File: config.mk
export PLATFORM = sky130hd
export DESIGN_NAME = coin_hopper_payout_controller
export DESIGN_NICKNAME = d
export VERILOG_FILES = /design/src/sv/chp_pkg.sv /design/src/sv/chp_ctrl.sv /design/src/sv/chp_datapath.sv /design/src/sv/coin_hopper_payout_controller.sv
export SDC_FILE = /design/constraint.sdc
export NUM_CORES = 2
export LEC_CHECK = 0
export ABC_AREA = 0
export BUFFER_PORTS_ARGS = -buffer_cell sky130_fd_sc_hd__buf_4
export CAP_MARGIN = 0
export CORE_ASPECT_RATIO = 1.5
export CORE_MARGIN = 2
export CORE_UTILIZATION = 50
export DETAILED_ROUTE_END_ITERATION = 7
export MAX_ROUTING_LAYER = met4
export PLACE_DENSITY = 0.72
export SLEW_MARGIN = 20
export SYNTH_ARGS = -nofsm -noshare
export SYNTH_HDL_FRONTEND = slang
export SYNTH_SLANG_ARGS = --single-unit
File: constraint.sdc
create_clock -name clk -period 10.84 [get_ports clk]
set_input_delay 0.542 -clock clk [delete_from_list [all_inputs] [get_ports clk]]
set_output_delay 0.542 -clock clk [all_outputs]
set_load 0.01 [all_outputs]
File: src/sv/chp_pkg.sv
// Package for the coin hopper payout controller.
// Holds event codes, register indexes, phase codes and controller command types.
package chp_pkg;

    localparam int MaxHoppers   = 4;
    localparam int DefSpinTime  = 100000;
    localparam int DefKickTime  = 50000;
    localparam int CfgIdxW      = 3;
    localparam int CfgDataW     = 64;

    localparam logic [2:0] EV_RESET = 3'd0;
    localparam logic [2:0] EV_MOTOR = 3'd1;
    localparam logic [2:0] EV_OPTO_WR = 3'd2;
    localparam logic [2:0] EV_OPTO_RD = 3'd3;
    localparam logic [2:0] EV_TICK = 3'd4;
    localparam logic [2:0] EV_COIN = 3'd5;
    localparam logic [2:0] EV_LOAD = 3'd6;

    localparam logic [2:0] REG_ENABLE = 3'd0;
    localparam logic [2:0] REG_COINSEL = 3'd1;
    localparam logic [2:0] REG_FULL = 3'd2;
    localparam logic [2:0] REG_LOW = 3'd3;
    localparam logic [2:0] REG_HIGH = 3'd4;
    localparam logic [2:0] REG_LOWCHK = 3'd5;
    localparam logic [2:0] REG_HIGHCHK = 3'd6;
    localparam logic [2:0] REG_INMODE = 3'd7;

    localparam logic [1:0] PH_IDLE = 2'd0;
    localparam logic [1:0] PH_SPIN = 2'd1;
    localparam logic [1:0] PH_KICK = 2'd2;

    localparam logic [7:0] CODE_COIN0 = 8'h29;
    localparam logic [7:0] CODE_COIN_LO = 8'h30;
    localparam logic [7:0] CODE_COIN_HI = 8'h3F;
    localparam logic [7:0] CODE_REFILL_LO = 8'h50;
    localparam logic [7:0] CODE_REFILL_HI = 8'h5F;
    localparam logic [7:0] PLAIN_LIMIT = 8'd13;

    // controller -> datapath
    typedef struct packed {
        logic capture;   // latch the input word
        logic exec;      // apply the event to the addressed hopper
        logic scan;      // examine one hopper for coin routing
        logic commit;    // apply the coin to the chosen hopper
        logic publish;   // load the output register
    } chp_cmd_t;

    // datapath -> controller
    typedef struct packed {
        logic is_coin;
        logic scan_last;
    } chp_sts_t;

endpackage

File: src/sv/chp_ctrl.sv
// Controller state machine of the coin hopper payout controller.
// Depends on chp_pkg for the command and status types.
module chp_ctrl
(
    input  logic              clk,
    input  logic              rst_n,
    input  logic              in_valid,
    output logic              in_ready,
    output logic              out_valid,
    input  logic              out_ready,
    input  chp_pkg::chp_sts_t sts,
    output chp_pkg::chp_cmd_t cmd
);
    import chp_pkg::*;

    typedef enum logic [4:0] {
        S_IDLE = 5'b00001,
        S_EXEC = 5'b00010,
        S_SCAN = 5'b00100,
        S_COMMIT = 5'b01000,
        S_DONE = 5'b10000
    } state_t;

    state_t state_reg, state_next;
    logic   out_valid_reg, out_valid_next;

    assign out_valid = out_valid_reg;
    // accept a new word only while idle; a stalled result waits in S_DONE
    assign in_ready = (state_reg == S_IDLE);

    always_comb
    begin
        state_next = state_reg;
        out_valid_next = out_valid_reg;
        cmd = '0;
        if (out_valid_reg && out_ready)
        begin
            out_valid_next = 1'b0;
        end
        case (state_reg)
            S_IDLE:
            begin
                if (in_valid)
                begin
                    cmd.capture = 1'b1;
                    state_next = S_EXEC;
                end
            end
            S_EXEC:
            begin
                if (sts.is_coin)
                begin
                    state_next = S_SCAN;
                end
                else
                begin
                    cmd.exec = 1'b1;
                    state_next = S_DONE;
                end
            end
            S_SCAN:
            begin
                cmd.scan = 1'b1;
                if (sts.scan_last)
                begin
                    state_next = S_COMMIT;
                end
            end
            S_COMMIT:
            begin
                cmd.commit = 1'b1;
                state_next = S_DONE;
            end
            S_DONE:
            begin
                // hold until the output register is free
                if (!out_valid_reg || out_ready)
                begin
                    cmd.publish = 1'b1;
                    out_valid_next = 1'b1;
                    state_next = S_IDLE;
                end
            end
            default:
            begin
                state_next = S_IDLE;
            end
        endcase
    end

    always_ff @(posedge clk or negedge rst_n)
    begin
        if (!rst_n)
        begin
            state_reg <= S_IDLE;
            out_valid_reg <= 1'b0;
        end
        else
        begin
            state_reg <= state_next;
            out_valid_reg <= out_valid_next;
        end
    end

endmodule

File: src/sv/chp_datapath.sv
// Datapath of the coin hopper payout controller: configuration, hopper state,
// event execution, routing scan and output word. Depends on chp_pkg.
module chp_datapath
#(
    parameter int NUM_HOPPERS = chp_pkg::MaxHoppers,
    parameter int SPIN_TIME = chp_pkg::DefSpinTime,
    parameter int KICK_TIME = chp_pkg::DefKickTime
)
(
    input  logic                          clk,
    input  logic                          rst_n,
    input  logic                          cfg_we,
    input  logic [chp_pkg::CfgIdxW-1:0]   cfg_index,
    input  logic [chp_pkg::CfgDataW-1:0]  cfg_data,
    input  chp_pkg::chp_cmd_t             cmd,
    output chp_pkg::chp_sts_t             sts,
    input  logic [2:0]                    mode,
    input  logic [3:0]                    hopper,
    input  logic                          flag_in,
    input  logic [15:0]                   tick_cycles,
    input  logic [7:0]                    coin_code,
    input  logic [15:0]                   level_value,
    output logic                          opto_out,
    output logic                          coin_routed,
    output logic [3:0]                    coin_hopper,
    output logic [15:0]                   hopper_level_out,
    output logic [31:0]                   coins_in_out,
    output logic [31:0]                   coins_paid_out,
    output logic [31:0]                   coins_refilled_out,
    output logic                          low_flag,
    output logic                          high_flag,
    output logic [1:0]                    motor_phase
);
    import chp_pkg::*;

    localparam int N = NUM_HOPPERS;
    localparam logic [31:0] SpinT = 32'(SPIN_TIME);
    localparam logic [31:0] KickT = 32'(KICK_TIME);

    // configuration
    logic [3:0]  en_mask_reg, lchk_reg, hchk_reg;
    logic [19:0] coinsel_reg;
    logic [63:0] full_reg, lowlv_reg, highlv_reg;
    logic        inmode_reg;

    // hopper state
    logic [N-1:0] motor_on_reg, motor_prev_reg, opto_en_reg, opto_flag_reg;
    logic [N-1:0] low_ind_reg, high_ind_reg;
    logic [1:0]   phase_reg [N];
    logic [31:0]  timer_reg [N];
    logic [15:0]  level_reg [N];
    logic [31:0]  cin_reg [N];
    logic [31:0]  cpaid_reg [N];
    logic [31:0]  crefill_reg [N];

    // captured word
    logic [2:0]  mode_reg;
    logic [3:0]  hop_reg;
    logic        flag_reg;
    logic [15:0] cyc_reg;
    logic [7:0]  code_reg;
    logic [15:0] lvl_reg;

    // scan state
    logic [1:0]  idx_reg;
    logic        found_reg, found_next;
    logic [1:0]  pick_reg, pick_next;
    logic        routed_reg;
    logic [1:0]  routed_h_reg;

    // decode of the coin code
    logic        code_ok, refill;
    logic [4:0]  want;

    always_comb
    begin
        code_ok = 1'b0;
        refill = 1'b0;
        want = '0;
        if (!inmode_reg)
        begin
            code_ok = (code_reg < PLAIN_LIMIT);
            want = code_reg[4:0];
        end
        else if (code_reg == CODE_COIN0)
        begin
            code_ok = 1'b1;
        end
        else if (code_reg >= CODE_COIN_LO && code_reg <= CODE_COIN_HI)
        begin
            code_ok = 1'b1;
            want = 5'(code_reg - CODE_COIN_LO) + 5'd1;
        end
        else if (code_reg >= CODE_REFILL_LO && code_reg <= CODE_REFILL_HI)
        begin
            code_ok = 1'b1;
            refill = 1'b1;
            want = 5'(code_reg - CODE_REFILL_LO) + 5'd1;
        end
    end

    logic       hvalid;
    logic [1:0] h;
    assign hvalid = (32'(hop_reg) < 32'(N));
    assign h = hop_reg[1:0];

    logic [1:0] si;
    logic       s_match, s_notfull;
    assign si = idx_reg;
    assign s_match = en_mask_reg[si] && (coinsel_reg[5*si +: 5] == want);
    assign s_notfull = level_reg[si] < full_reg[16*si +: 16];

    assign sts.is_coin = (mode_reg == EV_COIN);
    assign sts.scan_last = (32'(idx_reg) == 32'(N - 1));

    always_comb
    begin
        found_next = found_reg;
        pick_next = pick_reg;
        if (code_ok && s_match)
        begin
            if (!inmode_reg)
            begin
                // lowest matching hopper that has room
                if (!found_reg && s_notfull)
                begin
                    found_next = 1'b1;
                    pick_next = si;
                end
            end
            else
            begin
                // last matching hopper, room checked at commit
                found_next = 1'b1;
                pick_next = si;
            end
        end
    end

    // tick arithmetic for the addressed hopper
    logic [31:0] t_load, t_left;
    logic        t_out;
    always_comb
    begin
        t_load = timer_reg[h];
        if (t_load == 32'd0)
        begin
            t_load = (phase_reg[h] == PH_SPIN) ? SpinT : KickT;
        end
        t_out = ({16'd0, cyc_reg} >= t_load);
        t_left = t_out ? 32'd0 : t_load - {16'd0, cyc_reg};
    end

    logic [15:0] pick_lvl_inc;
    assign pick_lvl_inc = level_reg[pick_reg] + 16'd1;

    always_ff @(posedge clk or negedge rst_n)
    begin
        if (!rst_n)
        begin
            en_mask_reg <= '0;
            coinsel_reg <= '0;
            full_reg <= '0;
            lowlv_reg <= '0;
            highlv_reg <= '0;
            lchk_reg <= '0;
            hchk_reg <= '0;
            inmode_reg <= 1'b0;
            motor_on_reg <= '0;
            motor_prev_reg <= '0;
            opto_en_reg <= '0;
            opto_flag_reg <= '0;
            low_ind_reg <= '0;
            high_ind_reg <= '0;
            for (int i = 0; i < N; i++)
            begin
                phase_reg[i] <= PH_IDLE;
                timer_reg[i] <= '0;
                level_reg[i] <= '0;
                cin_reg[i] <= '0;
                cpaid_reg[i] <= '0;
                crefill_reg[i] <= '0;
            end
            idx_reg <= '0;
            found_reg <= 1'b0;
            pick_reg <= '0;
            routed_reg <= 1'b0;
            routed_h_reg <= '0;
        end
        else
        begin
            if (cfg_we)
            begin
                case (cfg_index)
                    REG_ENABLE: en_mask_reg <= cfg_data[3:0];
                    REG_COINSEL: coinsel_reg <= cfg_data[19:0];
                    REG_FULL: full_reg <= cfg_data;
                    REG_LOW: lowlv_reg <= cfg_data;
                    REG_HIGH: highlv_reg <= cfg_data;
                    REG_LOWCHK: lchk_reg <= cfg_data[3:0];
                    REG_HIGHCHK: hchk_reg <= cfg_data[3:0];
                    REG_INMODE: inmode_reg <= cfg_data[0];
                    default: ;
                endcase
            end
            if (cmd.capture)
            begin
                idx_reg <= '0;
                found_reg <= 1'b0;
                pick_reg <= '0;
                routed_reg <= 1'b0;
                routed_h_reg <= '0;
            end
            if (cmd.scan)
            begin
                found_reg <= found_next;
                pick_reg <= pick_next;
                if (!sts.scan_last)
                begin
                    idx_reg <= idx_reg + 2'd1;
                end
            end
            if (cmd.commit && found_reg &&
                (!inmode_reg || level_reg[pick_reg] < full_reg[16*pick_reg +: 16]))
            begin
                routed_reg <= 1'b1;
                routed_h_reg <= pick_reg;
                level_reg[pick_reg] <= pick_lvl_inc;
                if (refill)
                begin
                    crefill_reg[pick_reg] <= crefill_reg[pick_reg] + 32'd1;
                end
                else
                begin
                    cin_reg[pick_reg] <= cin_reg[pick_reg] + 32'd1;
                end
                if (inmode_reg && lchk_reg[pick_reg])
                begin
                    low_ind_reg[pick_reg] <= pick_lvl_inc < lowlv_reg[16*pick_reg +: 16];
                end
            end
            if (cmd.exec && hvalid)
            begin
                case (mode_reg)
                    EV_RESET:
                    begin
                        motor_on_reg[h] <= 1'b0;
                        motor_prev_reg[h] <= 1'b0;
                        opto_en_reg[h] <= 1'b0;
                        opto_flag_reg[h] <= 1'b0;
                        timer_reg[h] <= '0;
                        phase_reg[h] <= PH_IDLE;
                    end
                    EV_MOTOR:
                    begin
                        if (en_mask_reg[h])
                        begin
                            motor_on_reg[h] <= flag_reg;
                            motor_prev_reg[h] <= flag_reg;
                            if (flag_reg && !motor_prev_reg[h])
                            begin
                                phase_reg[h] <= PH_SPIN;
                                timer_reg[h] <= '0;
                            end
                            else if (!flag_reg && motor_prev_reg[h])
                            begin
                                phase_reg[h] <= PH_IDLE;
                                timer_reg[h] <= '0;
                                opto_flag_reg[h] <= 1'b0;
                            end
                        end
                    end
                    EV_OPTO_WR:
                    begin
                        if (en_mask_reg[h])
                        begin
                            opto_en_reg[h] <= flag_reg;
                        end
                    end
                    EV_TICK:
                    begin
                        if (en_mask_reg[h])
                        begin
                            logic [15:0] nl;
                            nl = level_reg[h];
                            if (motor_on_reg[h] && phase_reg[h] == PH_SPIN)
                            begin
                                timer_reg[h] <= t_left;
                                if (t_out)
                                begin
                                    if (level_reg[h] == 16'd0)
                                    begin
                                        phase_reg[h] <= PH_IDLE;
                                        opto_flag_reg[h] <= 1'b0;
                                    end
                                    else
                                    begin
                                        phase_reg[h] <= PH_KICK;
                                    end
                                end
                                else
                                begin
                                    opto_flag_reg[h] <= 1'b0;
                                end
                            end
                            else if (motor_on_reg[h] && phase_reg[h] == PH_KICK)
                            begin
                                if (timer_reg[h] == 32'd0)
                                begin
                                    cpaid_reg[h] <= cpaid_reg[h] + 32'd1;
                                    if (level_reg[h] != 16'd0)
                                    begin
                                        nl = level_reg[h] - 16'd1;
                                    end
                                end
                                level_reg[h] <= nl;
                                timer_reg[h] <= t_left;
                                if (t_out)
                                begin
                                    phase_reg[h] <= PH_SPIN;
                                    opto_flag_reg[h] <= 1'b0;
                                end
                                else
                                begin
                                    opto_flag_reg[h] <= 1'b1;
                                end
                            end
                            else
                            begin
                                timer_reg[h] <= '0;
                                opto_flag_reg[h] <= 1'b0;
                                phase_reg[h] <= PH_IDLE;
                            end
                            low_ind_reg[h] <= lchk_reg[h] && (nl <= lowlv_reg[16*h +: 16]);
                            high_ind_reg[h] <= hchk_reg[h] && (nl >= highlv_reg[16*h +: 16]);
                        end
                    end
                    EV_LOAD:
                    begin
                        level_reg[h] <= lvl_reg;
                    end
                    default: ;
                endcase
            end
        end
    end

    // captured word and output register: payload, no reset
    always_ff @(posedge clk)
    begin
        if (cmd.capture)
        begin
            mode_reg <= mode;
            hop_reg <= hopper;
            flag_reg <= flag_in;
            cyc_reg <= tick_cycles;
            code_reg <= coin_code;
            lvl_reg <= level_value;
        end
        if (cmd.publish)
        begin
            opto_out <= (mode_reg == EV_OPTO_RD) && hvalid && en_mask_reg[h]
                        && opto_en_reg[h] && opto_flag_reg[h];
            coin_routed <= routed_reg;
            coin_hopper <= {2'b00, routed_h_reg};
            hopper_level_out <= hvalid ? level_reg[h] : '0;
            coins_in_out <= hvalid ? cin_reg[h] : '0;
            coins_paid_out <= hvalid ? cpaid_reg[h] : '0;
            coins_refilled_out <= hvalid ? crefill_reg[h] : '0;
            low_flag <= hvalid && low_ind_reg[h];
            high_flag <= hvalid && high_ind_reg[h];
            motor_phase <= hvalid ? phase_reg[h] : PH_IDLE;
        end
    end

endmodule

File: src/sv/coin_hopper_payout_controller.sv
// Top level of the coin hopper payout controller.
// Joins chp_ctrl and chp_datapath; depends on chp_pkg.
//
//  channel   direction  handshake              contents
//  in        to block   in_valid / in_ready    event word (mode, hopper, ...)
//  out       from block out_valid / out_ready  hopper status word
//  cfg       to block   cfg_we                 register index and data
//
// An event word is executed the cycle after accept and its result loaded into
// the output register in S_DONE once that register is free. A coin-in word
// instead runs the routing scan (one hopper per cycle) and a commit step before
// S_DONE. A new word is accepted only in S_IDLE, after the last result is loaded.
// Reset clears configuration, every hopper's state and counters. A stalled
// result holds in the output register; the next result waits in S_DONE.
module coin_hopper_payout_controller
#(
    parameter int NUM_HOPPERS = chp_pkg::MaxHoppers,
    parameter int SPIN_TIME = chp_pkg::DefSpinTime,
    parameter int KICK_TIME = chp_pkg::DefKickTime
)
(
    input  logic                          clk,
    input  logic                          rst_n,
    input  logic                          cfg_we,
    input  logic [chp_pkg::CfgIdxW-1:0]   cfg_index,
    input  logic [chp_pkg::CfgDataW-1:0]  cfg_data,
    input  logic                          in_valid,
    output logic                          in_ready,
    input  logic [2:0]                    mode,
    input  logic [3:0]                    hopper,
    input  logic                          flag_in,
    input  logic [15:0]                   tick_cycles,
    input  logic [7:0]                    coin_code,
    input  logic [15:0]                   level_value,
    output logic                          out_valid,
    input  logic                          out_ready,
    output logic                          opto_out,
    output logic                          coin_routed,
    output logic [3:0]                    coin_hopper,
    output logic [15:0]                   hopper_level_out,
    output logic [31:0]                   coins_in_out,
    output logic [31:0]                   coins_paid_out,
    output logic [31:0]                   coins_refilled_out,
    output logic                          low_flag,
    output logic                          high_flag,
    output logic [1:0]                    motor_phase
);
    import chp_pkg::*;

    chp_cmd_t cmd;
    chp_sts_t sts;

    // sequence each word: capture, execute or scan and commit, publish
    chp_ctrl u_ctrl
    (
        .clk       (clk),
        .rst_n     (rst_n),
        .in_valid  (in_valid),
        .in_ready  (in_ready),
        .out_valid (out_valid),
        .out_ready (out_ready),
        .sts       (sts),
        .cmd       (cmd)
    );

    // hold hopper state and apply each event
    chp_datapath
    #(
        .NUM_HOPPERS (NUM_HOPPERS),
        .SPIN_TIME   (SPIN_TIME),
        .KICK_TIME   (KICK_TIME)
    )
    u_dp
    (
        .clk                (clk),
        .rst_n              (rst_n),
        .cfg_we             (cfg_we),
        .cfg_index          (cfg_index),
        .cfg_data           (cfg_data),
        .cmd                (cmd),
        .sts                (sts),
        .mode               (mode),
        .hopper             (hopper),
        .flag_in            (flag_in),
        .tick_cycles        (tick_cycles),
        .coin_code          (coin_code),
        .level_value        (level_value),
        .opto_out           (opto_out),
        .coin_routed        (coin_routed),
        .coin_hopper        (coin_hopper),
        .hopper_level_out   (hopper_level_out),
        .coins_in_out       (coins_in_out),
        .coins_paid_out     (coins_paid_out),
        .coins_refilled_out (coins_refilled_out),
        .low_flag           (low_flag),
        .high_flag          (high_flag),
        .motor_phase        (motor_phase)
    );

endmodule

; Yosys cells after proc, flatten, opt, wreduce, memory -nomap -nowiden
; Index checks and enable logic that the tools add are counted.
[op_classes]
mul = 1
addsub = 11
reduce_logical = 62
shifts = 6
magnitude_cmp = 22
n_div = 0
bitwise = 21
eq_ne = 37
muxes = 180
[ops]
columns = operator, n
row1 = 2-to-1 mux 128 bit, 6
row2 = bitwise mux 128 bit, 4
row3 = 2-to-1 mux 32 bit, 16
row4 = binary-select mux 32 bit (select 2 bit), 6
row5 = case mux 128 bit (3 select lines), 1
row6 = 2-to-1 mux 16 bit, 20
row7 = 2-to-1 mux 64 bit, 5
row8 = indexed part select 64 x 7 -> 16 bit, 5
row9 = bitwise mux 64 bit, 3
row10 = bitwise AND 128 bit, 1
row11 = demux 32 bit (select 2 bit), 2
row12 = inverter 128 bit, 1
row13 = case mux 64 bit (2 select lines), 1
row14 = "adder 32 x 1 -> 32 bit, second input constant", 3
row15 = binary-select mux 16 bit (select 2 bit), 3
row16 = 2-to-1 mux 8 bit, 9
row17 = 2-to-1 mux 4 bit, 17
row18 = demux 16 bit (select 2 bit), 2
row19 = < comparator 16 bit, 3
row20 = 2-to-1 mux 5 bit, 8
row21 = 2-to-1 mux 1 bit, 37
row22 = greater-or-equal comparator 16 x 32 -> 1 bit, 1
row23 = zero test 32 bit, 1
row24 = subtractor 32 x 16 -> 32 bit, 1
row25 = 67 further kinds, 184
[word_totals]
mem_count = 0
in_bits = 120
word_cells = 401
mem_bits_ro = 0
latch_bits = 0
ram_bits = 0
register_bits = 1015
out_inout_bits = 124

; Depth between registers and ports, before layout
[depth]
ltp_word = 23
mapped_depth = 24

; Cells and area by module
; Synthesis repeated with hierarchy kept, for this count alone.
[unflattened]
hier_cells = 4340
area_unflattened_um2 = 52748.1
[modules_own_cells]
columns = mod, area_each_um2, cells_each, n_inst, seq_area_each_um2
row1 = chp_datapath, 52364.0, 4302, 1, 26090.0
row2 = chp_ctrl, 384.1, 38, 1, 151.4

; Worst setup path before layout
; Ideal clock, no wire load.
[synth_timing]
kind = register to register
from = register u_ctrl.state_reg[2]
to = register u_dp.coin_hopper[0] (enable)
required_ns = 10.226
arrival_time_ns = 6.003
setup_time_ns = 0.614
stages_incl_launch_ff = 4
path_buffers = 0
path_slack_ns = 4.223
period_less_slack_ns = 6.617
cell_sequence = dfrtp_1 -> nor2_1 -> nand3_1 -> nor2b_1
[synth_lines]
columns = element, line_no
row1 = from (decl), chp_ctrl.sv:24  ; state_t state_reg, state_next;
row2 = from (signal assigned), chp_ctrl.sv:100  ; state_reg <= state_next;
row3 = to (signal assigned), chp_datapath.sv:365  ; coin_hopper <= {2'b00, routed_h_reg};
row4 = to (decl), chp_datapath.sv:25  ; output logic [3:0] coin_hopper,

; Final worst setup path
[layout_timing]
from = register u_dp.hop_reg[1]
to = register u_dp.timer_reg[126] (netlist name)
[layout_between]
elab_chain_cells = 14
[layout_lines]
columns = element, line_no
row1 = from (decl), chp_datapath.sv:58  ; logic [3:0] hop_reg;
row2 = from (signal assigned), chp_datapath.sv:354  ; hop_reg <= hopper;
row3 = inverter 2 -> 3 bit (implied by the code), n/a
row4 = binary-select mux 2 bit (select 2 bit), "chp_datapath.sv:148, chp_datapath.sv:286, chp_datapath.sv:306"
row5 = 2-to-1 mux 2 bit (implied by the code) (2 in a row), "chp_datapath.sv:148, chp_datapath.sv:286, chp_datapath.sv:306"
row6 = == test 2 x 1 -> 1 bit, "chp_datapath.sv:148, chp_datapath.sv:286"
row7 = 2-to-1 mux 17 bit, chp_datapath.sv:148  ; t_load = (phase_reg[h] == PH_SPIN) ? SpinT : KickT;
row8 = 2-to-1 mux 32 bit, chp_datapath.sv:146  ; if (t_load == 32'd0)
row9 = subtractor 32 x 16 -> 32 bit / greater-or-equal comparator 16 x 32 -> 1 bit (equally long branches), "chp_datapath.sv:151, chp_datapath.sv:150"
row10 = 2-to-1 mux 32 bit, chp_datapath.sv:151  ; t_left = t_out ? 32'd0 : t_load - {16'd0, cyc_reg};
row11 = bitwise mux 128 bit, "chp_datapath.sv:288, chp_datapath.sv:317"
row12 = 2-to-1 mux 128 bit, chp_datapath.sv:306  ; else if (motor_on_reg[h] && phase_reg[h] == PH_KICK)
row13 = 2-to-1 mux 128 bit, chp_datapath.sv:286  ; if (motor_on_reg[h] && phase_reg[h] == PH_SPIN)
row14 = 2-to-1 mux 128 bit, chp_datapath.sv:282  ; if (en_mask_reg[h])
row15 = case mux 128 bit (3 select lines), chp_datapath.sv:244  ; case (mode_reg)
row16 = "to (signal, indexed assignment)", chp_datapath.sv:288  ; timer_reg[h] <= t_left;
row17 = "to (signal, indexed assignment)", chp_datapath.sv:317  ; timer_reg[h] <= t_left;
row18 = to (decl), chp_datapath.sv:50  ; logic [31:0] timer_reg [N];
; Parallel ways exist; a longest one is shown, timed or not. The select of a mux whose other input is x is not followed.
; A chain may end at the register's enable or synchronous reset.

==> results.sh <==
export IMPL_finalSetupViolCount=0
export IMPL_p_sw_mw=2.70
export IMPL_netlist_area_sq_um=52000
export IMPL_overflow=0
export IMPL_io_buffers=241
export IMPL_syn_area_per_cell_sq_um=11.8
export IMPL_dr_pass1_iters=6
export IMPL_layout_min_cycle_time_ns=6.83
export IMPL_synth_most_common_cell="dfrtp_1"
export IMPL_fmax_mhz=146
export IMPL_die_w_um=267
export IMPL_p_int_mw=6.93
export IMPL_drc_errors=0
export IMPL_multiInputGateArea_sq_um=24300
export IMPL_synth_async_reset_ratio_pct=83.4
export IMPL_synth_edf_count=168
export IMPL_fin_skew_ns=0.0385
export IMPL_cp_slowest_cell="edfxtp_1"
export IMPL_cp_buffers_inverters=3
export IMPL_fillers=8435
export IMPL_ios=244
export IMPL_post_cts_buffers=0
export IMPL_grt_pass1_vias=37227
export IMPL_drt_met1_wl_um=55500
export IMPL_ff2ff_setup_slack_ns=4.01
export IMPL_critical_path_required_ns=11.41
export IMPL_numCtsBuffers=98
export IMPL_nNetsFinal=4812
export IMPL_yosysSeqAreaShare_pct=50.5
export IMPL_status="finished, final reports clean"
export IMPL_cts_root_buf="clkbuf_16"
export IMPL_yosys_cell_types_count=82
export IMPL_area_growth_pct=13.3
export IMPL_ys_warn_count=0
export IMPL_grt_max_degree=178
export IMPL_grt_usage_pct=27.8
export IMPL_wl_met2_um=69400
export IMPL_crit_chain="buf_12 -> mux4_2 -> nor4_1 -> nand4b_1 -> nor3_2 -> buf_4 -> nand2_1 -> nand2b_1 -> ha_1 -> o21ai_0 -> a22oi_1 -> and2_1 -> nand4_1 -> nand2_1 -> a2111oi_2 -> nor3_2 -> buf_4 -> nand2_1 -> o21ai_0"
export IMPL_path_class="flip-flop to flip-flop"
export IMPL_synth_cells=4401
export IMPL_arrival_ns=7.40
export IMPL_antenna_found_initial=2
export IMPL_post_cts_resized=0
export IMPL_start_util_pct=50.6
export IMPL_ys_seq_elements=1015
export IMPL_dr_total_vias=36585
export IMPL_power_frac_seq_pct=45.7
export IMPL_drive_gt1_share_pct=23.9
export IMPL_drtIter0Drc=3081
export IMPL_clk_latency_ns=0.73
export IMPL_cp_max_fo=119
export IMPL_cts_sinks=1015
export IMPL_post_dp_hpwl_um=93600
export IMPL_ir_worst_vdd_v=0.000188
export IMPL_hp_class="primary input to flip-flop"
export IMPL_finalCritPeriodShare_pct=63.0
export IMPL_cts_buffer_depth=3
export IMPL_p_per_area_nw_per_um2=164
export IMPL_end_kind="flip-flop"
export IMPL_ant_nets=0
export IMPL_placed_area_sq_um=55100
export IMPL_layout_area_seq_sq_um=26300
export IMPL_synth_top_area_cell="dfrtp_1"
export IMPL_clkPwrFrac_pct=36.9
export IMPL_synth_area_leaders="dfrtp_1, mux4_2, edfxtp_1, mux2_2, o21ai_0"
export IMPL_design_area_sq_um=58900
export IMPL_synth_top_area_share_pct=40.7
export IMPL_wl_met3_um=8070
export IMPL_cts_htree_levels=3
export IMPL_hold_viol=0
export IMPL_cpMostUsedCell="nand2_1"
export IMPL_cp_start_kind="flip-flop"
export IMPL_critPathMaxStageDelay_ns=0.99
export IMPL_drt_vias_per_instance=6.04
export IMPL_report_final_slew_viol_count=0
export IMPL_core_sq_um=103000
export IMPL_finalSetupTns_ns=0
export IMPL_path_clk_slew_ns=0.06
export IMPL_tritoncts="built"
export IMPL_synth_common_cells="dfrtp_1, nand2_1, o21ai_0"
export IMPL_synthFlopType="dfrtp_1"
export IMPL_rows=144
export IMPL_die_area_sq_um=107000
export IMPL_switching_share_pct=28.0
export IMPL_wirelength_um=142000
export IMPL_die_h_um=399
export IMPL_top_layer="met4"
export IMPL_routedWlPerCell_um=23.4
export IMPL_cap_violations=0
export IMPL_grt_pass1_wl_um=219000
export IMPL_leakagePower_nw=24.6
export IMPL_globalplace_congestion=0.972
export IMPL_slew_headroom_pct=18.4
export IMPL_cp_top_family="simple AND/OR/NAND/NOR gates"
export IMPL_worstMarginPinSlew_ns=1.22
export IMPL_p_comb_share_pct=17.4
export IMPL_rsz0062_at_grt="no"
-- final timing paths --
kind / start / endpoint / cells after the start
worst min register to register: u_dp.routed_reg / u_dp.coin_routed / 0
min in group asynchronous: rst_n / u_dp.highlv_reg[27] / 2
worst max-delay path: u_dp.hop_reg[1] / u_dp.timer_reg[126] / 19
max in group asynchronous: rst_n / u_dp.timer_reg[76] / 4
worst max register to register: u_dp.hop_reg[1] / u_dp.timer_reg[126] / 19
worst min-delay path: tick_cycles[14] / u_dp.cyc_reg[14] / 1
-- final cells by class --
| type | count | share of cell area (%) |
|---|---|---|
| diodes | 1 | 0.00425 |
| flip-flops and latches | 1015 | 44.6 |
| repair buffers | 351 | 4.82 |
| clock buffers | 135 | 4.68 |
| multi-input cells | 2988 | 41.2 |
| well taps | 1387 | 2.95 |
| inverters | 135 | 0.860 |
| clock inverters | 49 | 0.935 |
-- layout by cell type (no fill, tap or decap), drive strengths merged, types with 6 or more instances in the layout --
cell type,instances
dfrtp,846
nand2,688
o21ai,559
mux4,336
buf,309
mux2,265
edfxtp,168
nor2,145
inv,140
clkbuf,135
and2,131
ha,102
xnor2,89
nand3,81
xor2,72
a21oi,58
mux2i,49
nor3,46
dlygate4sd3,42
nand2b,35
nand4,29
clkinv,29
o221ai,27
o211ai,25
nor2b,23
a21o,22
and3,20
nor4,18
or3,16
or2,15
o22ai,11
bufinv,10
o21a,9
a221o,8
a32oi,7
a211oi,7
a2bb2oi,6
a22oi,6
a2111oi,6
-- per-layer routing --
metal	GRT usage, %	vias to the layer above
met5	-	-
met4	15.7	0
met3	3.62	418
met2	44.5	1322
met1	34.2	18531
li1	-	16314
-- through the flow --
step	instances	total power, mW	setup slack (ns)	hold slack (ns)	util, %
global placement	5833	6.08	4.14	0.434	53.6
CTS	6059	9.69	3.99	0.00235	57.2
floorplan	4402	5.48	4.22	0.246	-
global route	6060	10.0	3.61	0.0250	57.3
detailed placement	5833	6.12	4.06	0.432	53.6
finish	6061	9.63	4.01	0.0410	57.3
-- cells by family (layout without fill, tap and decap cells) --
family                     Yosys count  in the layout  share of synthesized area, %
other                                1              3                       0.00721
DFF                               1015           1015                          50.5
muxes                              650            650                          21.2
buffers and inverters              399            670                          3.10
and+or+nand+nor                   1278           1278                          11.3
adders and majority gates          104            104                          2.51
AOI/OAI and AO/OA                  793            793                          8.71
xor gates and xnor gates           161            161                          2.71
-- power by group through the flow --
stage,logic [mW],clock network (mW),registers [mW]
after global routing,1.80,3.77,4.43
after CTS,1.67,3.62,4.40
final,1.68,3.55,4.40
after detailed placement,1.65,0,4.47
after global placement,1.63,0,4.45
after floorplan,1.08,0,4.40
-- what timing repair did --
| item | CTS | global route |
|---|---|---|
| endpoints found under the setup margin | 0 | 0 |
| hold endpoints to repair | 135 | 0 |
| hold buffers | 42 | 0 |
(Power assumes the default switching activity.)
